### src/rtl/hhd_pkg.sv
package hhd_pkg;

  localparam int unsigned QueueDepthDefault = 2;

  localparam logic [16:0] AclLimitReset = 17'd1024;

  localparam logic [7:0] TypeAcl = 8'h02;
  localparam logic [7:0] TypeSco = 8'h03;
  localparam logic [7:0] TypeEvt = 8'h04;

  typedef enum logic [1:0] {
    CFG_ENABLE    = 2'd0,
    CFG_ACL_LIMIT = 2'd1
  } cfg_index_e;

  typedef enum logic [1:0] {
    KIND_ACL = 2'd0,
    KIND_SCO = 2'd1,
    KIND_EVT = 2'd2
  } kind_e;

  typedef struct packed {
    logic [1:0]      kind;
    logic [3:0][7:0] bytes;
    logic [1:0]      last_idx;
    logic            is_header;
    logic            ends_packet;
  } entry_t;

endpackage

### src/rtl/hhd_front.sv
module hhd_front (
  input  logic               clk_i,
  input  logic               rst_ni,
  input  logic               in_valid_i,
  output logic               in_ready_o,
  input  logic [7:0]         rx_byte_i,
  input  logic               enable_i,
  input  logic [16:0]        acl_limit_i,
  input  logic               full_i,
  output logic               push_o,
  output hhd_pkg::entry_t    entry_o
);
  import hhd_pkg::*;

  typedef enum logic [1:0] {
    PH_TYPE    = 2'd0,
    PH_HEADER  = 2'd1,
    PH_PAYLOAD = 2'd2
  } phase_e;

  phase_e      phase_q, phase_d;
  logic [1:0]  kind_q, kind_d;
  logic [2:0]  count_q, count_d;
  logic [15:0] left_q, left_d;
  logic [3:0][7:0] store_q;
  logic [3:0][7:0] merged;
  logic [2:0]  hlen;
  logic [15:0] len;
  logic        accept;
  logic        hdr_done;
  logic        oversize;

  assign in_ready_o = !full_i;
  assign accept     = in_valid_i && !full_i && enable_i;

  always_comb begin
    for (int i = 0; i < 4; i++) begin
      merged[i] = (count_q[1:0] == 2'(i)) ? rx_byte_i : store_q[i];
    end
    case (kind_q)
      KIND_ACL: hlen = 3'd4;
      KIND_SCO: hlen = 3'd3;
      default:  hlen = 3'd2;
    endcase
    case (kind_q)
      KIND_ACL: len = {merged[3], merged[2]};
      KIND_SCO: len = {8'd0, merged[2]};
      default:  len = {8'd0, merged[1]};
    endcase
    hdr_done = (count_q + 3'd1) == hlen;
    oversize = (kind_q == KIND_ACL) && (({1'b0, len} + 17'd4) > acl_limit_i);
  end

  always_comb begin
    phase_d = phase_q;
    kind_d  = kind_q;
    count_d = count_q;
    left_d  = left_q;
    push_o  = 1'b0;
    entry_o = '0;
    entry_o.kind = kind_q;
    if (accept) begin
      case (phase_q)
        PH_HEADER: begin
          if (!hdr_done) begin
            count_d = count_q + 3'd1;
          end else if (oversize) begin
            phase_d = PH_TYPE;
            count_d = 3'd0;
          end else begin
            push_o              = 1'b1;
            entry_o.bytes       = merged;
            entry_o.last_idx    = 2'(hlen - 3'd1);
            entry_o.is_header   = 1'b1;
            entry_o.ends_packet = (len == 16'd0);
            count_d             = 3'd0;
            left_d              = len;
            phase_d             = (len == 16'd0) ? PH_TYPE : PH_PAYLOAD;
          end
        end
        PH_PAYLOAD: begin
          push_o              = 1'b1;
          entry_o.bytes[0]    = rx_byte_i;
          entry_o.last_idx    = 2'd0;
          entry_o.is_header   = 1'b0;
          entry_o.ends_packet = (left_q <= 16'd1);
          left_d              = left_q - 16'd1;
          if (left_d == 16'd0) begin
            phase_d = PH_TYPE;
          end
        end
        default: begin
          if (rx_byte_i inside {TypeAcl, TypeSco, TypeEvt}) begin
            kind_d  = 2'(rx_byte_i - TypeAcl);
            count_d = 3'd0;
            phase_d = PH_HEADER;
          end else begin
            phase_d = PH_TYPE;
          end
        end
      endcase
    end
  end

  always_ff @(posedge clk_i or negedge rst_ni) begin
    if (!rst_ni) begin
      phase_q <= PH_TYPE;
      kind_q  <= 2'd0;
      count_q <= 3'd0;
      left_q  <= 16'd0;
    end else begin
      phase_q <= phase_d;
      kind_q  <= kind_d;
      count_q <= count_d;
      left_q  <= left_d;
    end
  end

  always_ff @(posedge clk_i) begin
    if (accept && phase_q == PH_HEADER) begin
      store_q[count_q[1:0]] <= rx_byte_i;
    end
  end

endmodule

### src/rtl/hhd_queue.sv
module hhd_queue #(
  parameter int unsigned Depth = hhd_pkg::QueueDepthDefault
) (
  input  logic            clk_i,
  input  logic            rst_ni,
  input  logic            push_i,
  input  hhd_pkg::entry_t entry_i,
  output logic            full_o,
  output logic            valid_o,
  input  logic            pop_i,
  output hhd_pkg::entry_t entry_o
);
  import hhd_pkg::*;

  localparam int unsigned PtrW = (Depth > 1) ? $clog2(Depth) : 1;
  localparam int unsigned CntW = $clog2(Depth + 1);

  entry_t mem_q [Depth];
  logic [PtrW-1:0] wr_ptr_q, rd_ptr_q;
  logic [CntW-1:0] count_q;

  function automatic logic [PtrW-1:0] next_ptr(input logic [PtrW-1:0] p);
    next_ptr = (p == PtrW'(Depth - 1)) ? '0 : p + PtrW'(1);
  endfunction

  assign full_o  = (count_q == CntW'(Depth));
  assign valid_o = (count_q != '0);
  assign entry_o = mem_q[rd_ptr_q];

  always_ff @(posedge clk_i or negedge rst_ni) begin
    if (!rst_ni) begin
      wr_ptr_q <= '0;
      rd_ptr_q <= '0;
      count_q  <= '0;
    end else begin
      if (push_i) begin
        wr_ptr_q <= next_ptr(wr_ptr_q);
      end
      if (pop_i) begin
        rd_ptr_q <= next_ptr(rd_ptr_q);
      end
      case ({push_i, pop_i})
        2'b10:   count_q <= count_q + CntW'(1);
        2'b01:   count_q <= count_q - CntW'(1);
        default: count_q <= count_q;
      endcase
    end
  end

  always_ff @(posedge clk_i) begin
    if (push_i) begin
      mem_q[wr_ptr_q] <= entry_i;
    end
  end

  a_no_overflow: assert property (@(posedge clk_i) disable iff (!rst_ni)
    push_i |-> !full_o || pop_i) else $error("queue push while full");
  a_no_underflow: assert property (@(posedge clk_i) disable iff (!rst_ni)
    pop_i |-> valid_o) else $error("queue pop while empty");
  a_count_bound: assert property (@(posedge clk_i) disable iff (!rst_ni)
    count_q <= CntW'(Depth)) else $error("queue count out of range");

endmodule

### src/rtl/hhd_back.sv
module hhd_back (
  input  logic            clk_i,
  input  logic            rst_ni,
  input  logic            valid_i,
  input  hhd_pkg::entry_t entry_i,
  output logic            pop_o,
  output logic            out_valid_o,
  input  logic            out_ready_i,
  output logic [1:0]      packet_kind_o,
  output logic [7:0]      packet_byte_o,
  output logic            first_byte_o,
  output logic            last_byte_o
);
  import hhd_pkg::*;

  logic [1:0] beat_q;
  logic       valid_q;
  logic [1:0] kind_q;
  logic [7:0] byte_q;
  logic       first_q, last_q;
  logic       load;
  logic       final_beat;

  assign load       = valid_i && (!valid_q || out_ready_i);
  assign final_beat = (beat_q == entry_i.last_idx);
  assign pop_o      = load && final_beat;

  always_ff @(posedge clk_i or negedge rst_ni) begin
    if (!rst_ni) begin
      beat_q  <= 2'd0;
      valid_q <= 1'b0;
    end else begin
      if (load) begin
        valid_q <= 1'b1;
        beat_q  <= final_beat ? 2'd0 : beat_q + 2'd1;
      end else if (out_ready_i) begin
        valid_q <= 1'b0;
      end
    end
  end

  always_ff @(posedge clk_i) begin
    if (load) begin
      kind_q  <= entry_i.kind;
      byte_q  <= entry_i.bytes[beat_q];
      first_q <= entry_i.is_header && (beat_q == 2'd0);
      last_q  <= entry_i.ends_packet && final_beat;
    end
  end

  assign out_valid_o   = valid_q;
  assign packet_kind_o = kind_q;
  assign packet_byte_o = byte_q;
  assign first_byte_o  = first_q;
  assign last_byte_o   = last_q;

  a_mid_entry_held: assert property (@(posedge clk_i) disable iff (!rst_ni)
    beat_q != 2'd0 |-> valid_i) else $error("entry left queue mid-flush");
  a_first_not_last: assert property (@(posedge clk_i) disable iff (!rst_ni)
    valid_q |-> !(first_q && last_q)) else $error("one-beat packet emitted");
  a_beat_bound: assert property (@(posedge clk_i) disable iff (!rst_ni)
    valid_i |-> beat_q <= entry_i.last_idx) else $error("beat index past entry");

endmodule

### src/rtl/hci_h4_uart_deframer_unit.sv
// Path: a byte that ends a header within limits or carries payload goes to the queue,
//   then the output register; a header flush gives one beat per cycle while
//   out_ready_i is high. Throughput: one byte per cycle is accepted while the
//   front queue has room; a header flush holds the back end for its 2 to 4 bytes.
// Reset: deframer waits for a type byte, enable is 0, ACL limit is 1024,
//   queue and output are empty; the header store is not cleared.
module hci_h4_uart_deframer_unit #(
  parameter int unsigned QueueDepth = hhd_pkg::QueueDepthDefault
) (
  input  logic        clk_i,
  input  logic        rst_ni,
  input  logic        cfg_valid_i,
  output logic        cfg_ready_o,
  input  logic [1:0]  cfg_index_i,
  input  logic [16:0] cfg_data_i,
  input  logic        in_valid_i,
  output logic        in_ready_o,
  input  logic [7:0]  rx_byte_i,
  output logic        out_valid_o,
  input  logic        out_ready_i,
  output logic [1:0]  packet_kind_o,
  output logic [7:0]  packet_byte_o,
  output logic        first_byte_o,
  output logic        last_byte_o
);
  import hhd_pkg::*;

  logic        enable_q;
  logic [16:0] acl_limit_q;
  logic        push, pop, full, q_valid;
  entry_t      push_entry, head_entry;

  assign cfg_ready_o = 1'b1;

  always_ff @(posedge clk_i or negedge rst_ni) begin
    if (!rst_ni) begin
      enable_q    <= 1'b0;
      acl_limit_q <= AclLimitReset;
    end else if (cfg_valid_i) begin
      case (cfg_index_i)
        CFG_ENABLE:    enable_q    <= cfg_data_i[0];
        CFG_ACL_LIMIT: acl_limit_q <= cfg_data_i;
        default:       ;
      endcase
    end
  end

  hhd_front u_front (
    .clk_i       (clk_i),
    .rst_ni      (rst_ni),
    .in_valid_i  (in_valid_i),
    .in_ready_o  (in_ready_o),
    .rx_byte_i   (rx_byte_i),
    .enable_i    (enable_q),
    .acl_limit_i (acl_limit_q),
    .full_i      (full),
    .push_o      (push),
    .entry_o     (push_entry)
  );

  hhd_queue #(
    .Depth (QueueDepth)
  ) u_queue (
    .clk_i   (clk_i),
    .rst_ni  (rst_ni),
    .push_i  (push),
    .entry_i (push_entry),
    .full_o  (full),
    .valid_o (q_valid),
    .pop_i   (pop),
    .entry_o (head_entry)
  );

  hhd_back u_back (
    .clk_i         (clk_i),
    .rst_ni        (rst_ni),
    .valid_i       (q_valid),
    .entry_i       (head_entry),
    .pop_o         (pop),
    .out_valid_o   (out_valid_o),
    .out_ready_i   (out_ready_i),
    .packet_kind_o (packet_kind_o),
    .packet_byte_o (packet_byte_o),
    .first_byte_o  (first_byte_o),
    .last_byte_o   (last_byte_o)
  );

endmodule

### config.mk
export PLATFORM = sky130hd
export DESIGN_NAME = hci_h4_uart_deframer_unit
export DESIGN_NICKNAME = d
export VERILOG_FILES = /design/src/rtl/hhd_pkg.sv /design/src/rtl/hhd_front.sv /design/src/rtl/hhd_queue.sv /design/src/rtl/hhd_back.sv /design/src/rtl/hci_h4_uart_deframer_unit.sv
export SDC_FILE = /design/constraint.sdc
export NUM_CORES = 1
export LEC_CHECK = 0
export BUFFER_PORTS_ARGS = -buffer_cell sky130_fd_sc_hd__buf_2
export CELL_PAD_IN_SITES_DETAIL_PLACEMENT = 1
export CELL_PAD_IN_SITES_GLOBAL_PLACEMENT = 2
export CORE_ASPECT_RATIO = 1.25
export CORE_MARGIN = 5
export CORE_UTILIZATION = 43
export CTS_CLUSTER_SIZE = 16
export DETAILED_ROUTE_END_ITERATION = 6
export PLACE_DENSITY_LB_ADDON = 0.12
export SKIP_CTS_REPAIR_TIMING = 1
export SYNTH_ARGS = -nofsm -noshare
export SYNTH_HDL_FRONTEND = slang
export SYNTH_SLANG_ARGS = --single-unit
### constraint.sdc
create_clock -name clk_i -period 8 [get_ports clk_i]
set_clock_uncertainty 0.15 [all_clocks]
set_input_delay 1.2 -clock clk_i [delete_from_list [all_inputs] [get_ports clk_i]]
set_output_delay 1.2 -clock clk_i [all_outputs]
set_load 0.005 [all_outputs]
==> results.toml, run 1 <==
[power]
ir_worst_vdd_mv = 0.163
leakagePower_nw = 3.54
powerDensity_mw_per_mm2 = 294

[final_layout]
layout-drive-gt1-share_pct = 18.4
diodes = 0
area_growth_pct = 12.7
num-fill-cells = 2058
final_common_cell = "edfxtp_1"
mostFrequentLayoutCells = "edfxtp_1, nor2_1, nand2_1, dfrtp_1"
layout.nets = 791

[synth]
synth_nets = 748
ys_ff_latch = 168
syn_area_sq_mm = 0.00847
synth-edff-count = 120
ys.flop_type = "edfxtp_1"
synth.avg_cell_area_sq_um = 12.3
yosys_warnings = 0
ys_types = 65
yosysSeqAreaShare_pct = 56.8
netlist_instances = 687
postSynth.asyncResetShare_pct = 28.6

[sta]
slew_violations = 0
period_share_pct = 82.6
rsz0062_at_grt = "false"
hold_violations = 0
worst_pin_slew_ps = 1040
setup_slack_ps = 1390
max-slew-margin-rel_pct = 29.0
setup_viol = 0
fin_crit_ps = 6610
fin_setup_tns_ps = 0
max_freq_mhz = 151
holdWs_ps = 338

[setup_path]
startpoint_type = "flop"
r2r_slack_ps = 1390
rr_worst_depth = 15
cp-end-kind = "flop"
crit_required_ps = 7960
reg2reg_to = "u_queue.mem_q[1][22]"
arrival_ps = 6570
crit_type = "flop to flop"
path_max_fanout = 23
reg2reg_from = "u_front.kind_q[1]"

[floorplanning]
initial_core_util_pct = 43.7
rows = 57
die_h_microns = 167
die_x_microns = 136
core-area_sq_mm = 0.0194
die_area_sq_mm = 0.0226
ioPinCount = 47

[drt]
routed_wl_microns = 21800
ant_nets = 0
via_per_inst = 5.63
drc = 0
wl_per_cell_microns = 21.6
num_vias = 5670
drt_first_pass_iters = 7
drtIter0Drc = 328

[placed_design]
gp_congestion = 0.827
pre_cts_ws_ps = 1090
portBuffers = 45
post-dp-hpwl_microns = 16200

[flow_run]
drv_cap = 0

[grt]
grt_pass1_vias = 6205
grt_pass1_wl_microns = 34900
grt.overflow.total = 0
antenna_found_initial = 0
grtUsageTotal_pct = 20.0
grt_max_degree = 49

[hold_path]
holdCritPathClass = "flop to flop"
min_from = "u_back.out_valid_o"
holdPathStages = 2
holdPathEnd = "u_back.out_valid_o"

[cts]
htree_num_levels = 4
cts_buffers = 17
clk_latency_ps = 430
cts.clk_slew.worst_paths_ps = 60
cts.sinks = 168
cts_buffer_depth = 2
cts_tree = "yes"
root_buffer = "clkbuf_16"

[outcome]
status = "completed"
[sequential cells by signal (all words and copies together), names as in the netlist, 2 cells and up]
name and count:
acl_limit_q 17, u_queue.mem_q 76, u_front.left_q 16, u_front.store_q 32, u_front.phase_q 2, u_back.packet_kind_o 2, u_back.beat_q 2, u_front.count_q 3
u_queue.count_q 2, u_back.packet_byte_o 8, u_front.kind_q 2
[area by class of cell]
class	count	area, sq um	area share (%)
tap	265	332	3.47
inverter	47	176	1.85
multi-input combinational	444	3370	35.3
sequential	168	4810	50.3
clock inverter	11	111	1.17
clock buffer	21	470	4.93
timing repair buffer	52	278	2.91
[report_power, final]
part,switching (mW),internal [mW]
registers,0.126,1.05
logic,0.471,0.353
clock network,0.347,0.460
[worst max-delay path, stage by stage, from the launching register on]
cell and delay, ps:
dfrtp_1 800, clkinv_1 440, mux2i_1 720, and4_1 330, and2_1 170, nand3_1 190, nor4_1 340, xor2_1 200
ha_1 280, and4_1 190, a221oi_1 490, o31ai_2 300, a21oi_2 360, a22oi_1 290, nor2b_4 660, buf_4 370
[per-stage QoR]
| stage | power [mW] | std cells | util, % | instance area, sq um |
|---|---|---|---|---|
| 2_1_floorplan | 1.77 | 687 | - | 8470 |
| 3_3_place_gp | 2.00 | 976 | 46.2 | 8960 |
| 3_5_place_dp | 2.03 | 976 | 46.2 | 8960 |
| 4_1_cts | 2.84 | 1008 | 49.2 | 9550 |
| 5_1_grt | 2.98 | 1008 | 49.2 | 9550 |
| 6_report | 2.81 | 1008 | 49.2 | 9550 |
[cell usage after synthesis (4+ instances only)]
| master | count | area [sq um] |
|---|---|---|
| xor2_1 | 7 | 61.3 |
| dfrtp_1 | 47 | 1180 |
| o21ai_0 | 18 | 90.1 |
| and2_1 | 4 | 25.0 |
| nor2_1 | 71 | 267 |
| inv_1 | 45 | 169 |
| a221oi_1 | 6 | 52.6 |
| mux2_2 | 26 | 293 |
| mux4_2 | 16 | 360 |
| nand3_1 | 17 | 85.1 |
| ha_1 | 29 | 363 |
| nand2_1 | 50 | 188 |
| mux2i_1 | 38 | 380 |
| clkbuf_1 | 19 | 71.3 |
| a31oi_1 | 5 | 31.3 |
| nand4_1 | 11 | 68.8 |
| nor3_1 | 16 | 80.1 |
| and3_1 | 8 | 50.1 |
| or3_1 | 4 | 25.0 |
| a22o_1 | 9 | 78.8 |
| edfxtp_1 | 120 | 3600 |
| nand2b_1 | 6 | 37.5 |
| nor2b_1 | 5 | 31.3 |
| xnor2_1 | 14 | 123 |
| a21oi_1 | 13 | 65.1 |
| a41o_1 | 7 | 70.1 |
| a222oi_1 | 6 | 60.1 |
| nor4_1 | 12 | 75.1 |
[kinds of logic (layout without fill, tap and decap cells)]
| family | Yosys count | after routing | share of synthesized area [%] |
|---|---|---|---|
| and+or+nand+nor | 221 | 221 | 12.8 |
| buffers and inverters | 75 | 131 | 3.59 |
| xor gates and xnor gates | 21 | 21 | 2.17 |
| adders and majority gates | 29 | 29 | 4.28 |
| AOI/OAI and AO/OA | 92 | 92 | 8.19 |
| DFF | 168 | 168 | 56.8 |
| other | 1 | 1 | 0.0443 |
| muxes | 80 | 80 | 12.2 |
[per-layer routing]
metal	track usage, %	share of wire, %	vias up	wire length, microns
li1	-	-	2660	-
met1	24.5	42	2883	9060
met2	35.9	54	102	11600
met3	3.59	3.1	25	669
met4	5.79	1.8	0	386
met5	0	0	-	0
[worst max path at each step]
stage                            from                   end  slack (ps)  cells past startpoint
floorplan                rx_byte_i[4]   u_queue.mem_q[1][0]        1630                     14
global placement         rx_byte_i[4]   u_queue.mem_q[1][4]        1280                     16
detailed placement       rx_byte_i[6]  u_queue.mem_q[1][15]        1090                     16
global route        u_front.kind_q[1]  u_queue.mem_q[1][22]        1020                     15
finish              u_front.kind_q[1]  u_queue.mem_q[1][22]        1390                     15
CTS                 u_front.kind_q[1]  u_queue.mem_q[1][30]        1340                     15
(Power assumes the default switching activity.)
==> inputs of run 2 (changes only) <==
ABC_AREA = 1   (was not set)
CORE_UTILIZATION = 39   (was 43)
clock period = 6.8 ns   (was 8 ns; I/O delays follow)
==> run 2 against run 1 <==
  * Non-clock buffer count rose by 1
  * Clock power increased by 18%
  * Wire length grew 5.1%
  * Via count is 14% higher
  * Sequential share of layout area down 1.0 points
  * Combinational power rose by 20%
  * Final area increased by 2.1%
  * Sequential power grew 8%
  * Critical endpoint is now u_queue.mem_q[1][16]
  * Highest routed layer unchanged
==> results.toml, run 2 <==
[floorplanning]
rows = 61
core-area_sq_mm = 0.0221
die_x_microns = 144
ioPinCount = 47
die_area_sq_mm = 0.0254
die_h_microns = 177
initial_core_util_pct = 39.3

[final_layout]
final_common_cell = "nand2_1"
layout.nets = 1064
fin_area_sq_mm = 0.00975
stdcell_count = 1299
diodes = 0
largest_reg_flops = 76
regMostFlops = "u_queue.mem_q"
area_growth_pct = 12.0
layout-drive-gt1-share_pct = 12.1
mostFrequentLayoutCells = "nand2_1, nor2_1, edfxtp_1, inv_1, o21ai_0"

[cts]
cts_tree = "yes"
clk_latency_ps = 430
cts.sinks = 168
root_buffer = "clkbuf_16"
cts_buffers = 17
cts_buffer_depth = 2
cts.clk_slew.worst_paths_ps = 70
htree_num_levels = 4

[sta]
max-slew-margin-rel_pct = 40.1
worst_pin_slew_ps = 895
fin_setup_tns_ps = 0
slew_violations = 0
period_share_pct = 79.5
setup_viol = 0
rsz0062_at_grt = "false"
hold_violations = 0
fin_crit_ps = 5410
max_freq_mhz = 185

[drt]
drc = 0
routed_wl_microns = 22900
wl_met1_microns = 9840
met2_wirelength_microns = 12000
dr.max_layer_used = "met4"
met3WireLength_microns = 449
drt_first_pass_iters = 4
ant_nets = 0
wl_per_cell_microns = 17.6
drtIter0Drc = 317
num_vias = 6484
via_per_inst = 4.99

[placed_design]
portBuffers = 45
dp.cells = 1267
dpl_cell_area_sq_mm = 0.00916
gp_congestion = 0.811
post-dp-hpwl_microns = 17100

[setup_path]
crit_type = "flop to flop"
arrival_ps = 5320
startpoint_type = "flop"
cp-end-kind = "flop"
path_max_fanout = 38
crit_required_ps = 6710

[synth]
synth-edff-count = 120
netlist_instances = 965
synth_nets = 1026
yosys.area.top_type = "edfxtp_1"
postSynth.asyncResetShare_pct = 28.6
synth.avg_cell_area_sq_um = 9.02
syn_area_sq_mm = 0.00870
synthTopCellsByArea = "edfxtp_1, dfrtp_1, nand2_1"
yosysSeqAreaShare_pct = 55.2
synth.most_common_cell = "nand2_1"
ys_ff_latch = 168
yosys_warnings = 0
synthTopCellsByCount = "nand2_1, nor2_1, edfxtp_1"
ys_types = 40
netlist.area_leader.share_pct = 41.4
ys.flop_type = "edfxtp_1"

[grt]
grt.overflow.total = 0
grt_max_degree = 49
grtUsageTotal_pct = 18.8
antenna_found_initial = 0
grt_pass1_vias = 6696
grt_pass1_wl_microns = 36500

[power]
netSwitchingPower_mw = 1.20
p_seq_share_pct = 39.4
combPwrFrac_pct = 30.8
powerDensity_mw_per_mm2 = 329
ir_worst_vdd_mv = 0.190
leakagePower_nw = 4.06
sw_frac_of_total_pct = 37.3
p_clk_share_pct = 29.8
intPower_mw = 2.01
power_mw = 3.21

[outcome]
status = "completed"

[flow_run]
drv_cap = 0

[hold_path]
holdCritPathClass = "flop to flop"
## run 2: logic make-up after synthesis
| logic type | Yosys count | synth area share [%] |
|---|---|---|
| AOI/OAI and AO/OA | 170 | 11.2 |
| and+or+nand+nor | 424 | 19.9 |
| DFF | 168 | 55.2 |
| buffers and inverters | 151 | 7.18 |
| other | 1 | 0.0431 |
| xor gates and xnor gates | 22 | 2.30 |
| adders and majority gates | 29 | 4.17 |
## run 2: per-stage QoR
stage               worst slack [ps]  hold slack [ps]  utilization [%]
floorplan                       1110              292                -
global placement                1490              322             41.4
detailed placement              1310              319             41.4
CTS                             1320              336             44.0
global route                     921              349             44.0
finish                          1390              330             44.0
## run 2: critical path, stage by stage (launching register included)
cell     delay, ps
dfrtp_1        430
inv_1          130
ha_1           520
inv_1          150
o21ai_0        170
inv_1           80
o21ai_1        270
ha_1           250
nand2_1         60
nor2_1         220
nand2_1        150
nor3_2         180
nand3_1        120
nand2_1         80
inv_1           40
ha_1           280
nand2_1         50
nor2_1         130
nand2_1         90
inv_1          100
nand4_1        140
nand3_1        220
nand3_1        100
buf_4          210
nand2_1        110
inv_2           70
nor2_4          70
buf_4          430
## run 2: final cells by class
type | count | area, sq um
clock buffers | 18 | 429
repair buffers | 53 | 285
fillers | 2593 | 12400
multi-input cells | 646 | 3280
clock inverters | 14 | 154
inverters | 117 | 439
well taps | 283 | 354
flip-flops and latches | 168 | 4810
## run 2: path summary, 6_finish.rpt
check / depth (start not counted) / slack (ps) / to / startpoint
hold / removal: 2 / 330 / u_queue.wr_ptr_q / u_queue.wr_ptr_q
max in group asynchronous: 2 / 5480 / u_queue.count_q[0] / rst_ni
hold reg to reg: 2 / 330 / u_queue.wr_ptr_q / u_queue.wr_ptr_q
setup / recovery: 27 / 1390 / u_queue.mem_q[1][16] / u_front.count_q[0]
min in group asynchronous: 2 / 540 / acl_limit_q[7] / rst_ni
setup reg to reg: 27 / 1390 / u_queue.mem_q[1][16] / u_front.count_q[0]
## run 2: power by group through the flow
stage	Clock [mW]	Combinational, mW	Sequential [mW]
6_report	0.956	0.988	1.27
5_1_grt	1.02	1.14	1.28
4_1_cts	0.975	1.01	1.27
3_5_place_dp	0	1.01	1.29
3_3_place_gp	0	1.00	1.29
2_1_floorplan	0	0.711	1.27
## run 2: layer usage
metal	GRT usage (%)	vias up
met5	0	-
met4	7.34	0
met3	2.49	32
met2	34.1	74
met1	22.4	3117
li1	-	3261
